**src/grc_pkg.sv**
```systemverilog
// Shared types and constants for the reachability closure engine.
package grc_pkg;

    // Fixed field widths
    localparam int NODE_W = 5;
    localparam int VCNT_W = 6;
    // Effective vertex count fits one bit above the register (up to 64)
    localparam int EFF_W  = 7;

    // Item kinds
    localparam logic KIND_EDGE  = 1'b0;
    localparam logic KIND_QUERY = 1'b1;

    typedef struct packed {
        logic              kind;
        logic [NODE_W-1:0] node_a;
        logic [NODE_W-1:0] node_b;
    } t_in_item;

    typedef struct packed {
        logic reachable;
        logic out_of_range;
    } t_out_item;

    // Row unit operations
    typedef enum logic [1:0] {
        ALU_PASS,
        ALU_SET,
        ALU_MERGE
    } t_alu_op;

    // Sequencer states
    typedef enum logic [3:0] {
        ST_IDLE,
        ST_E_RDA,
        ST_E_WRA,
        ST_E_RDB,
        ST_E_WRB,
        ST_C_PRD,
        ST_C_PLD,
        ST_C_RRD,
        ST_C_RWR,
        ST_Q_RD,
        ST_Q_OUT
    } t_state;

endpackage

```
**src/grc_ram.sv**
```systemverilog
// Generic single-write, single-read RAM with registered read data.
module grc_ram #(
    parameter int WIDTH = 32,
    parameter int DEPTH = 32
) (
    input  logic                     i_clk,
    input  logic                     i_wr_en,
    input  logic [$clog2(DEPTH)-1:0] i_wr_addr,
    input  logic [WIDTH-1:0]         i_wr_data,
    input  logic                     i_rd_en,
    input  logic [$clog2(DEPTH)-1:0] i_rd_addr,
    output logic [WIDTH-1:0]         o_rd_data
);

    logic [WIDTH-1:0] r_mem [DEPTH];
    logic [WIDTH-1:0] r_rd_data;

    always_ff @(posedge i_clk) begin
        if (i_wr_en) begin
            r_mem[i_wr_addr] <= i_wr_data;
        end
        if (i_rd_en) begin
            r_rd_data <= r_mem[i_rd_addr];
        end
    end

    assign o_rd_data = r_rd_data;

endmodule

```
**src/grc_row_alu.sv**
```systemverilog
// Shared row unit: identity fixup of unwritten rows, bit set, pivot merge, bit test.
module grc_row_alu #(
    parameter int MAX_VERTICES = 32
) (
    input  grc_pkg::t_alu_op                   i_op,
    input  logic [MAX_VERTICES-1:0]            i_row,
    input  logic                               i_row_ok,
    input  logic [$clog2(MAX_VERTICES)-1:0]    i_row_addr,
    input  logic [$clog2(MAX_VERTICES)-1:0]    i_idx,
    input  logic [MAX_VERTICES-1:0]            i_pivot_row,
    output logic [MAX_VERTICES-1:0]            o_row,
    output logic                               o_hit
);

    logic [MAX_VERTICES-1:0] fixed_row;

    // A row never written is read as its reset value: the diagonal bit only
    assign fixed_row = i_row_ok ? i_row : (MAX_VERTICES'(1) << i_row_addr);
    assign o_hit     = fixed_row[i_idx];

    always_comb begin
        case (i_op)
            grc_pkg::ALU_SET:   o_row = fixed_row | (MAX_VERTICES'(1) << i_idx);
            grc_pkg::ALU_MERGE: o_row = fixed_row | i_pivot_row;
            default:            o_row = fixed_row;
        endcase
    end

endmodule

```
**src/graph_reachability_closure.sv**
```systemverilog
// Top level: undirected reachability engine with in-place Warshall closure.
//
// Input channel (i_in_valid / o_in_stall, payload i_in) takes edge and query
// beats; a beat is taken when valid is high and stall is low. Results leave on
// o_out_valid / i_out_stall with payload o_out, one per query, none per edge.
// The vertex count register is written over i_cfg_valid / o_cfg_ready / i_cfg_data.
// Work per item, with all rows held in one RAM with one read and one write port:
//   edge in range      : read-modify-write of both rows
//   edge out of range  : dropped on acceptance
//   query, out of range: result loaded without a row read
//   query, closure good: read of row a, then the result
//   query, closure stale: closure over the effective count n first;
//     each pivot costs one row read plus a read and a conditional write per row.
// One item is in work at a time; stall stays high until it is finished.
// A result waiting on a stalled receiver does not block edge beats, but the
// next query holds in its last cycle until the output register frees up.
// Reset (synchronous, active low) restores the identity matrix through per-row
// valid bits, marks the closure stale and sets the vertex count to 32.
module graph_reachability_closure #(
    parameter int MAX_VERTICES = 32
) (
    input  logic                                i_clk,
    input  logic                                i_rst_n,
    input  logic                                i_in_valid,
    output logic                                o_in_stall,
    input  grc_pkg::t_in_item                   i_in,
    output logic                                o_out_valid,
    input  logic                                i_out_stall,
    output grc_pkg::t_out_item                  o_out,
    input  logic                                i_cfg_valid,
    output logic                                o_cfg_ready,
    input  logic [grc_pkg::VCNT_W-1:0]          i_cfg_data
);

    localparam int AW = $clog2(MAX_VERTICES);
    localparam int EW = grc_pkg::EFF_W;
    localparam logic [EW-1:0] MV_E = EW'(MAX_VERTICES);

    // State
    grc_pkg::t_state              r_state, n_state;
    logic [grc_pkg::VCNT_W-1:0]   r_vcount;
    logic                         r_closed;
    logic [MAX_VERTICES-1:0]      r_row_ok;
    logic [AW-1:0]                r_a, r_b;
    logic                         r_oor;
    logic [AW-1:0]                r_piv, n_piv;
    logic [AW-1:0]                r_row, n_row;
    logic [AW-1:0]                r_rd_addr;
    logic [MAX_VERTICES-1:0]      r_piv_row;
    logic                         r_out_valid;
    grc_pkg::t_out_item           r_out;

    // Control strobes
    logic                         in_fire, cfg_fire;
    logic                         rd_en, wr_en;
    logic [AW-1:0]                rd_addr, wr_addr;
    logic                         out_load, piv_load, set_closed;
    grc_pkg::t_alu_op             alu_op;
    logic [AW-1:0]                alu_idx;
    logic [MAX_VERTICES-1:0]      alu_row;
    logic                         alu_hit;
    logic [MAX_VERTICES-1:0]      ram_rd_data;

    // Effective count and range check on incoming vertices
    logic [EW-1:0] vc_ext, eff;
    logic [EW-1:0] a_ext, b_ext;
    logic          in_range, row_last, piv_last, out_free;

    assign vc_ext   = EW'(r_vcount);
    assign eff      = (vc_ext > MV_E) ? MV_E : vc_ext;
    assign a_ext    = EW'(i_in.node_a);
    assign b_ext    = EW'(i_in.node_b);
    assign in_range = (a_ext < eff) && (b_ext < eff);
    assign row_last = (EW'(r_row) + EW'(1)) == eff;
    assign piv_last = (EW'(r_piv) + EW'(1)) == eff;
    assign out_free = !r_out_valid || !i_out_stall;

    assign o_in_stall  = (r_state != grc_pkg::ST_IDLE);
    assign o_cfg_ready = (r_state == grc_pkg::ST_IDLE);
    assign in_fire     = i_in_valid && !o_in_stall;
    assign cfg_fire    = i_cfg_valid && o_cfg_ready;
    assign o_out_valid = r_out_valid;
    assign o_out       = r_out;

    // Row storage
    grc_ram #(
        .WIDTH (MAX_VERTICES),
        .DEPTH (MAX_VERTICES)
    ) u_rows (
        .i_clk     (i_clk),
        .i_wr_en   (wr_en),
        .i_wr_addr (wr_addr),
        .i_wr_data (alu_row),
        .i_rd_en   (rd_en),
        .i_rd_addr (rd_addr),
        .o_rd_data (ram_rd_data)
    );

    grc_row_alu #(
        .MAX_VERTICES (MAX_VERTICES)
    ) u_alu (
        .i_op        (alu_op),
        .i_row       (ram_rd_data),
        .i_row_ok    (r_row_ok[r_rd_addr]),
        .i_row_addr  (r_rd_addr),
        .i_idx       (alu_idx),
        .i_pivot_row (r_piv_row),
        .o_row       (alu_row),
        .o_hit       (alu_hit)
    );

    // Sequencer: next state and strobes
    always_comb begin
        n_state    = r_state;
        n_piv      = r_piv;
        n_row      = r_row;
        rd_en      = 1'b0;
        rd_addr    = r_a;
        wr_en      = 1'b0;
        wr_addr    = r_a;
        alu_op     = grc_pkg::ALU_PASS;
        alu_idx    = r_b;
        out_load   = 1'b0;
        piv_load   = 1'b0;
        set_closed = 1'b0;
        case (r_state)
            grc_pkg::ST_IDLE: begin
                if (in_fire) begin
                    if (i_in.kind == grc_pkg::KIND_EDGE) begin
                        if (in_range) begin
                            n_state = grc_pkg::ST_E_RDA;
                        end
                    end else if (!in_range) begin
                        n_state = grc_pkg::ST_Q_OUT;
                    end else if (r_closed) begin
                        n_state = grc_pkg::ST_Q_RD;
                    end else begin
                        n_piv   = '0;
                        n_state = grc_pkg::ST_C_PRD;
                    end
                end
            end
            // Edge: set bit b in row a, then bit a in row b
            grc_pkg::ST_E_RDA: begin
                rd_en   = 1'b1;
                rd_addr = r_a;
                n_state = grc_pkg::ST_E_WRA;
            end
            grc_pkg::ST_E_WRA: begin
                alu_op  = grc_pkg::ALU_SET;
                alu_idx = r_b;
                wr_en   = 1'b1;
                wr_addr = r_a;
                n_state = grc_pkg::ST_E_RDB;
            end
            grc_pkg::ST_E_RDB: begin
                rd_en   = 1'b1;
                rd_addr = r_b;
                n_state = grc_pkg::ST_E_WRB;
            end
            grc_pkg::ST_E_WRB: begin
                alu_op  = grc_pkg::ALU_SET;
                alu_idx = r_a;
                wr_en   = 1'b1;
                wr_addr = r_b;
                n_state = grc_pkg::ST_IDLE;
            end
            // Closure: fetch pivot row, then sweep the rows below the effective count
            grc_pkg::ST_C_PRD: begin
                rd_en   = 1'b1;
                rd_addr = r_piv;
                n_state = grc_pkg::ST_C_PLD;
            end
            grc_pkg::ST_C_PLD: begin
                alu_op   = grc_pkg::ALU_PASS;
                piv_load = 1'b1;
                n_row    = '0;
                n_state  = grc_pkg::ST_C_RRD;
            end
            grc_pkg::ST_C_RRD: begin
                rd_en   = 1'b1;
                rd_addr = r_row;
                n_state = grc_pkg::ST_C_RWR;
            end
            grc_pkg::ST_C_RWR: begin
                alu_op  = grc_pkg::ALU_MERGE;
                alu_idx = r_piv;
                wr_en   = alu_hit;
                wr_addr = r_row;
                if (!row_last) begin
                    n_row   = r_row + AW'(1);
                    n_state = grc_pkg::ST_C_RRD;
                end else if (!piv_last) begin
                    n_piv   = r_piv + AW'(1);
                    n_state = grc_pkg::ST_C_PRD;
                end else begin
                    set_closed = 1'b1;
                    n_state    = grc_pkg::ST_Q_RD;
                end
            end
            // Query: read row a, test bit b
            grc_pkg::ST_Q_RD: begin
                rd_en   = 1'b1;
                rd_addr = r_a;
                n_state = grc_pkg::ST_Q_OUT;
            end
            grc_pkg::ST_Q_OUT: begin
                alu_op  = grc_pkg::ALU_PASS;
                alu_idx = r_b;
                if (out_free) begin
                    out_load = 1'b1;
                    n_state  = grc_pkg::ST_IDLE;
                end
            end
            default: begin
                n_state = grc_pkg::ST_IDLE;
            end
        endcase
    end

    // Control registers
    always_ff @(posedge i_clk) begin
        if (!i_rst_n) begin
            r_state     <= grc_pkg::ST_IDLE;
            r_vcount    <= grc_pkg::VCNT_W'(32);
            r_closed    <= 1'b0;
            r_row_ok    <= '0;
            r_out_valid <= 1'b0;
            r_piv       <= '0;
            r_row       <= '0;
        end else begin
            r_state <= n_state;
            r_piv   <= n_piv;
            r_row   <= n_row;
            if (cfg_fire) begin
                r_vcount <= i_cfg_data;
                r_closed <= 1'b0;
            end else if (in_fire && i_in.kind == grc_pkg::KIND_EDGE && in_range) begin
                r_closed <= 1'b0;
            end else if (set_closed) begin
                r_closed <= 1'b1;
            end
            if (wr_en) begin
                r_row_ok[wr_addr] <= 1'b1;
            end
            if (out_load) begin
                r_out_valid <= 1'b1;
            end else if (!i_out_stall) begin
                r_out_valid <= 1'b0;
            end
        end
    end

    // Payload registers
    always_ff @(posedge i_clk) begin
        if (in_fire) begin
            r_a   <= a_ext[AW-1:0];
            r_b   <= b_ext[AW-1:0];
            r_oor <= !in_range;
        end
        if (rd_en) begin
            r_rd_addr <= rd_addr;
        end
        if (piv_load) begin
            r_piv_row <= alu_row;
        end
        if (out_load) begin
            r_out.reachable    <= !r_oor && alu_hit;
            r_out.out_of_range <= r_oor;
        end
    end

endmodule

```
**config.mk**
```make
export PLATFORM = sky130hd
export DESIGN_NAME = graph_reachability_closure
export DESIGN_NICKNAME = d
export VERILOG_FILES = /design/src/grc_pkg.sv /design/src/grc_ram.sv /design/src/grc_row_alu.sv /design/src/graph_reachability_closure.sv
export SDC_FILE = /design/constraint.sdc
export NUM_CORES = 2
export LEC_CHECK = 0
export BUFFER_PORTS_ARGS = -buffer_cell sky130_fd_sc_hd__buf_2
export CAP_MARGIN = 20
export CORE_UTILIZATION = 48
export DETAILED_ROUTE_END_ITERATION = 6
export HOLD_SLACK_MARGIN = 0.03
export PLACE_DENSITY_LB_ADDON = 0.12
export SETUP_SLACK_MARGIN = 0.02
export SLEW_MARGIN = 20
export SYNTH_ARGS = -nofsm -noshare
export SYNTH_HDL_FRONTEND = slang
export SYNTH_HIERARCHICAL = 1
export SYNTH_SLANG_ARGS = --single-unit
```
**constraint.sdc**
```tcl
create_clock -name i_clk -period 8.13 [get_ports i_clk]
set_input_delay 0.813 -clock i_clk [delete_from_list [all_inputs] [get_ports i_clk]]
set_output_delay 0.813 -clock i_clk [all_outputs]
set_load 0.1 [all_outputs]
```
After elaboration in Yosys (flattened, before gate mapping):

Memory sizes are Yosys's and may differ from the RTL's. A register that Yosys moved wholly into a read port is not among the register bits.
Cells that the tools add are included.

* $add $sub $neg: 4
* magnitude comparators: 7
* equality and inequality tests: 24
* shifts and indexed selects: 2
* mux-type cells: 43
* bitwise logic cells: 5
* reduce and logical (&&, ||, !) cells: 23

Operators by type and width (number)
* $or 32x32->32: 3
* $pmux 32 s2: 1
* $shl 1x5->32 const A: 2
* $pmux 4 s10: 1
* $pmux 5 s2: 4
* $mux 5: 7
* $mux 32: 1
* $mux 4: 8
* $lt 5x6->1 const B: 3
* $eq 4x3->1 const B: 4
* $pmux 5 s3: 1
* $mux 1: 14
* $add 5x1->6 const B: 2
* $eq 4x4->1 const B: 3
* $eq 6x6->1: 2
* $lt 5x6->1: 2
* $ne 2x2->1 const B: 6
* $add 5x1->5 const B: 2
* $bmux 1 s5: 2
* $eq 4x2->1 const B: 2
* $logic_and 1x1->1: 7
* $reduce_and 7->1: 1
* $gt 6x6->1 const B: 1
* $mux 6: 1
* 20 further kinds: 28

* flip-flop bits (word level): 104
* RAM bits: 1024
* output and inout bits: 5
* word-level logic and storage cells: 123
* memories kept: 1

Memory list
* u_rows.r_mem: depth 32, bits a word 32, read ports 1, clocked after Yosys merged registers in 1, wr ports 1, line grc_ram.sv:15 `logic [WIDTH-1:0] r_mem [DEPTH];`

Logic depth before layout (Yosys ltp):

* depth in word-level cells: 8
* depth in mapped cells: 19
* gate-level depth less buffers: 15

Hierarchy:

The synthesis kept the hierarchy.

By module, submodules not included
* grc_ram: times used 1, cells an instance 2260, area each 40812.9 um^2, seq. area each 31710.4 um^2
* graph_reachability_closure: times used 1, cells an instance 472, area each 5047.3 um^2, seq. area each 2582.5 um^2
* grc_row_alu: times used 1, cells an instance 226, area each 1462.7 um^2, seq. area each 0.0 um^2

Worst setup path before layout:

OpenSTA, ideal clock, no wires.

* kind: reg-to-reg
* start: reg r_rd_addr[0]
* end: mem u_rows.r_mem[12][0], enable pin
* data arrival time: 5.905 ns
* required time: 7.709 ns
* slack: 1.804 ns
* cell stages (with the launch flop): 16
* buffers on the path: 3
* period minus slack after synthesis: 6.326 ns
* cells stage by stage: edfxtp_1 > clkbuf_1 > mux4_2 > mux4_2 > mux2_2 > buf_6 > or4b_4 > o21ai_1 > a32oi_1 > a2111oi_2 > o22a_1 > a21oi_1 > inv_1 > or3b_2 > clkbuf_1 > nor2_1

* longest elaborated chain between the ends: 8

RTL lines
* start, declared: line graph_reachability_closure.sv:48 `logic [AW-1:0] r_rd_addr;`
* start signal, assigned: line graph_reachability_closure.sv:262 `r_rd_addr <= rd_addr;`
* $bmux 1 s5: line graph_reachability_closure.sv:104 `.i_row_ok (r_row_ok[r_rd_addr]),`
* $mux 1 (not written as such): line graph_reachability_closure.sv:104
* $mux 32 *: line grc_row_alu.sv:18 `assign fixed_row = i_row_ok ? i_row : (MAX_VERTICES'(1) << i_row_addr);`
* $bmux 1 s5 *: line grc_row_alu.sv:19 `assign o_hit = fixed_row[i_idx];`
* $mux 1 (not written as such) *: line grc_row_alu.sv:19
* named net alu_hit: line graph_reachability_closure.sv:61 `logic alu_hit;`
* $pmux 1 s2 *: line graph_reachability_closure.sv:126 `case (r_state)`
* named net wr_en: line graph_reachability_closure.sv:55 `logic rd_en, wr_en;`
* $mux 1 *: line grc_ram.sv:19 `if (i_wr_en) begin`
* $mux 1 (not written as such) *: line grc_ram.sv:20 `r_mem[i_wr_addr] <= i_wr_data;`
* end, declared: line grc_ram.sv:15

Mark *: on every way through the listed nets, which the timed path passes. The rest lies on a longest branch. The select of a mux whose other input is x is not followed.

Worst setup path in the final report:

* start: reg r_rd_addr[0]
* end: mem u_rows.r_mem[9][11], enable pin

The elaborated chain is that of the path after synthesis.

==> impl_metrics.env <==
export IMPL_die_width_um=316.0
export IMPL_netlist_top_cell_by_area="edfxtp_1"
export IMPL_synth_lib_cells_used_distinct=84
export IMPL_cp_slowest_stage_delay_ns=0.90
export IMPL_core_area_um2=97140
export IMPL_synthFlopType="edfxtp_1"
export IMPL_nets=3038
export IMPL_first_pass_iters=6
export IMPL_path_delay_family="simple AND/OR/NAND/NOR gates"
export IMPL_cts_sinks=1160
export IMPL_worst_ep_arrival_time_ns=7.76
export IMPL_grt_use_total_pct=24.96
export IMPL_timing_rr_end="u_rows/r_mem[9][11]$_DFFE_PP_"
export IMPL_hp_class="in -> reg"
export IMPL_drt_drc_violations_left=0
export IMPL_dpl_hpwl_mm=77.41
export IMPL_synth_most_common_cell="edfxtp_1"
export IMPL_antenna_found_initial=1
export IMPL_dominant_combinational_cell_family_by_area_after_synthesis="multiplexers"
export IMPL_synth_fp_nets=2989
export IMPL_setup_tns_ns=0
export IMPL_buffer_ports_inserted=26
export IMPL_setup_viol_count_final=0
export IMPL_timing_final_crit_share_pct=90.74
export IMPL_chain_of_cells_forming_the_critical_path="mux4_2 -> mux4_2 -> mux2_2 -> nand4bb_1 -> o21ai_0 -> a32oi_1 -> a2111oi_2 -> o22a_1 -> a21oi_1 -> inv_1 -> nand3b_1 -> nor2_4 -> buf_4"
export IMPL_worst_setup_path_type="reg -> reg"
export IMPL_post_synth_cell_area_avg_um2=16.00
export IMPL_postSynthCellCount=2958
export IMPL_tritoncts="built"
export IMPL_max_slew_worst_pin_slew_ns=1.176
export IMPL_worst_setup_path_end_kind="flip-flop"
export IMPL_synth_mux_area_share_pct=11.70
export IMPL_cp_start_kind="flip-flop"
export IMPL_synthSimpleGateAreaFrac_pct=5.529
export IMPL_synth_top_cell_area_share_pct=70.18
export IMPL_clkSlewWorstSetupHoldPaths_ns=0.06
export IMPL_cts_hold_buf=0
export IMPL_final_seq_area_um2=34290
export IMPL_ios=27
export IMPL_power_per_cell_area_nw_per_um2=292.7
export IMPL_cts_buffer_count=116
export IMPL_flow_area_growth_from_synthesis_pct=12.90
export IMPL_hold_depth=1
export IMPL_cpMaxStageDelayCell="nor2_4"
export IMPL_synth_edff_count=1106
export IMPL_peakVddDrop_mv=0.1867
export IMPL_power_total_uw=15640
export IMPL_crit_reg_reg_startpoint="r_rd_addr[0]$_DFFE_PP_"
export IMPL_synth_top_cells_by_area="edfxtp_1 70%, mux2i_1 11%, dfxtp_1 2.3%"
export IMPL_cts_root_buffer_cell="clkbuf_16"
export IMPL_synth_fa_ha_area_share_pct=0.2380
export IMPL_async_reset_ff_share_pct=0
export IMPL_multi_input_area_um2=12770
export IMPL_ys_seq_area_share_pct=72.47
export IMPL_worst_r2r_setup_slack_ns=0.75
export IMPL_worst_path_most_repeated_cell="mux4_2"
export IMPL_drt_total_wl_mm=124.3
export IMPL_first_pass_grt_wire_length_mm=179.8
export IMPL_maxCapViolCount=0
export IMPL_post_cts_setup_buffers=0
export IMPL_grt_setup_unrepaired="false"
export IMPL_cts_resized=0
export IMPL_synth_seq_cells=1160
export IMPL_floorplan_initialDensity_pct=48.72
export IMPL_xor_and_xnor_fraction_of_the_mapped_netlist_area_pct=0.3913
export IMPL_die_height_um=316.0
export IMPL_fin_hold_ws_ns=0.3370
export IMPL_grt_pass1_vias=26280
export IMPL_clock_path_buffers=3
export IMPL_hold_violations=0
export IMPL_shortest_period_the_worst_path_allows_ns=7.377
export IMPL_maxSlewViolCount=0
export IMPL_synth_compound_area_share_pct=7.326
export IMPL_skew_pair_late_insertion_delay_ns=0.70
export IMPL_cts_htree_levels=3
export IMPL_max_freq_ghz=0.1356
export IMPL_design_die_area_um2=99850
export IMPL_globalRoute_totalOverflow=0
export IMPL_static_leakage_power_uw=0.01934
export IMPL_ant_nets=0
export IMPL_grt_max_degree=129
export IMPL_max_slew_margin_vs_limit_pct=21.59
export IMPL_timing_clock_skew_ns=0.02813
export IMPL_avgViaCountPerCell=6.089
export IMPL_drive_gt1_share_pct=12.40
export IMPL_rows=114
export IMPL_required_ns=8.51
export IMPL_gp_congestion=0.8555
export IMPL_ys_warnings_count=6
export IMPL_synth_common_cells="1,106 x edfxtp_1, 523 x mux2i_1, 172 x nand2_1"
export IMPL_fillerInstances=7634
export IMPL_critical_path_max_fanout=48
export IMPL_hold_path_endpoint="r_a[4]$_DFFE_PP_"
export IMPL_synthesized_area_um2=47320
export IMPL_worst_path_buf_inv=2
export IMPL_post_drt_wl_per_cell_um=28.42
export IMPL_total_via_count_in_the_routed_design=26630
export IMPL_worst_reg_to_reg_cells=13
export IMPL_hold_path_startpoint="i_in[9]"
export IMPL_status="finished, final reports clean"
export IMPL_drt_iter0_drc=2871
[worst register-to-register path, stage by stage, from the launching register on]
cell and delay [ns]:
edfxtp_1 0.79, mux4_2 0.59, mux4_2 0.48, mux2_2 0.61, nand4bb_1 0.65, o21ai_0 0.43
a32oi_1 0.13, a2111oi_2 0.43, o22a_1 0.27, a21oi_1 0.21, inv_1 0.39, nand3b_1 0.81
nor2_4 0.91, buf_4 0.38
[metrics by stage]
stage | utilization, % | cell area, um2 | instances | worst slack, ns
6_report | 55.00 | 53430 | 4374 | 0.7531
5_1_grt | 55.00 | 53420 | 4373 | 0.3817
4_1_cts | 54.83 | 53260 | 4367 | 0.7400
3_5_place_dp | 51.05 | 49590 | 4159 | 0.7824
3_3_place_gp | 51.03 | 49560 | 4158 | 0.8689
2_1_floorplan | - | 47320 | 2958 | 1.804
[logic make-up (layout without fill, tap and decap cells)]
kind of cell,Yosys count,after routing
muxes,539,539
AOI/OAI and AO/OA,495,495
adders and majority gates,9,9
and+or+nand+nor,537,537
xor gates and xnor gates,18,18
DFF,1160,1160
other,0,1
buffers and inverters,200,339
[layout make-up]
type,count,share of cell area (%)
well taps,1276,2.988
clock inverters,53,1.040
inverters,20,0.1639
diodes,1,0.004684
clock buffers,155,5.824
repair buffers,111,1.888
flip-flops and latches,1160,64.19
multi-input cells,1598,23.90
[cell usage in the layout, fill, tap and decap left out, drive strengths merged, types with 54 or more instances in the layout]
cell type  netlist  final
a22oi          139    139
mux2i          523    523
dfxtp           54     54
buf            103    111
clkbuf          77    155
a22o            64     64
nor2           110    110
a21oi          149    149
nand3          120    120
nand2          174    174
edfxtp        1106   1106
[where the power goes]
part,total (uW),switching [uW],internal (uW),leakage (uW)
Sequential,6930,110,6820,0.0109
Clock,5150,2190,2960,0.00176
Combinational,3550,2440,1120,0.00669
Total,15600,4740,10900,0.0193
[how the worst max path moves through the flow]
stage,cells past startpoint,start,endpoint,slack (ns)
floorplan,15,r_rd_addr[0]$_DFFE_PP_,u_rows/r_mem[12][0]$_DFFE_PP_,1.80
CTS,12,r_rd_addr[0]$_DFFE_PP_,u_rows/r_mem[25][19]$_DFFE_PP_,0.74
global route,13,r_rd_addr[0]$_DFFE_PP_,u_rows/r_mem[9][7]$_DFFE_PP_,0.38
detailed placement,12,r_rd_addr[0]$_DFFE_PP_,u_rows/r_mem[25][17]$_DFFE_PP_,0.78
global placement,12,r_rd_addr[0]$_DFFE_PP_,u_rows/r_mem[25][28]$_DFFE_PP_,0.87
finish,13,r_rd_addr[0]$_DFFE_PP_,u_rows/r_mem[9][11]$_DFFE_PP_,0.75
[state kept, by name, summed over array words and instances, names as in the netlist]
register	cells
u_rows/r_mem	1024
r_piv_row	32
r_row_ok	32
u_rows/o_rd_data	32
r_vcount	6
r_a	5
r_b	5
r_piv	5
r_rd_addr	5
r_row	5
r_state	4
o_out	2
o_out_valid	1
r_closed	1
r_oor	1
[layer usage]
metal	wire length [um]	global-route usage, %	part of all wire (%)	vias to the layer above
met5	0	0	0	-
met3	7055	3.109	5.7	183
met4	3915	7.850	3.1	0
met1	52740	34.68	42	13760
met2	60590	41.11	49	935
li1	-	-	-	11760
Power figures use the tool's default switching activity.
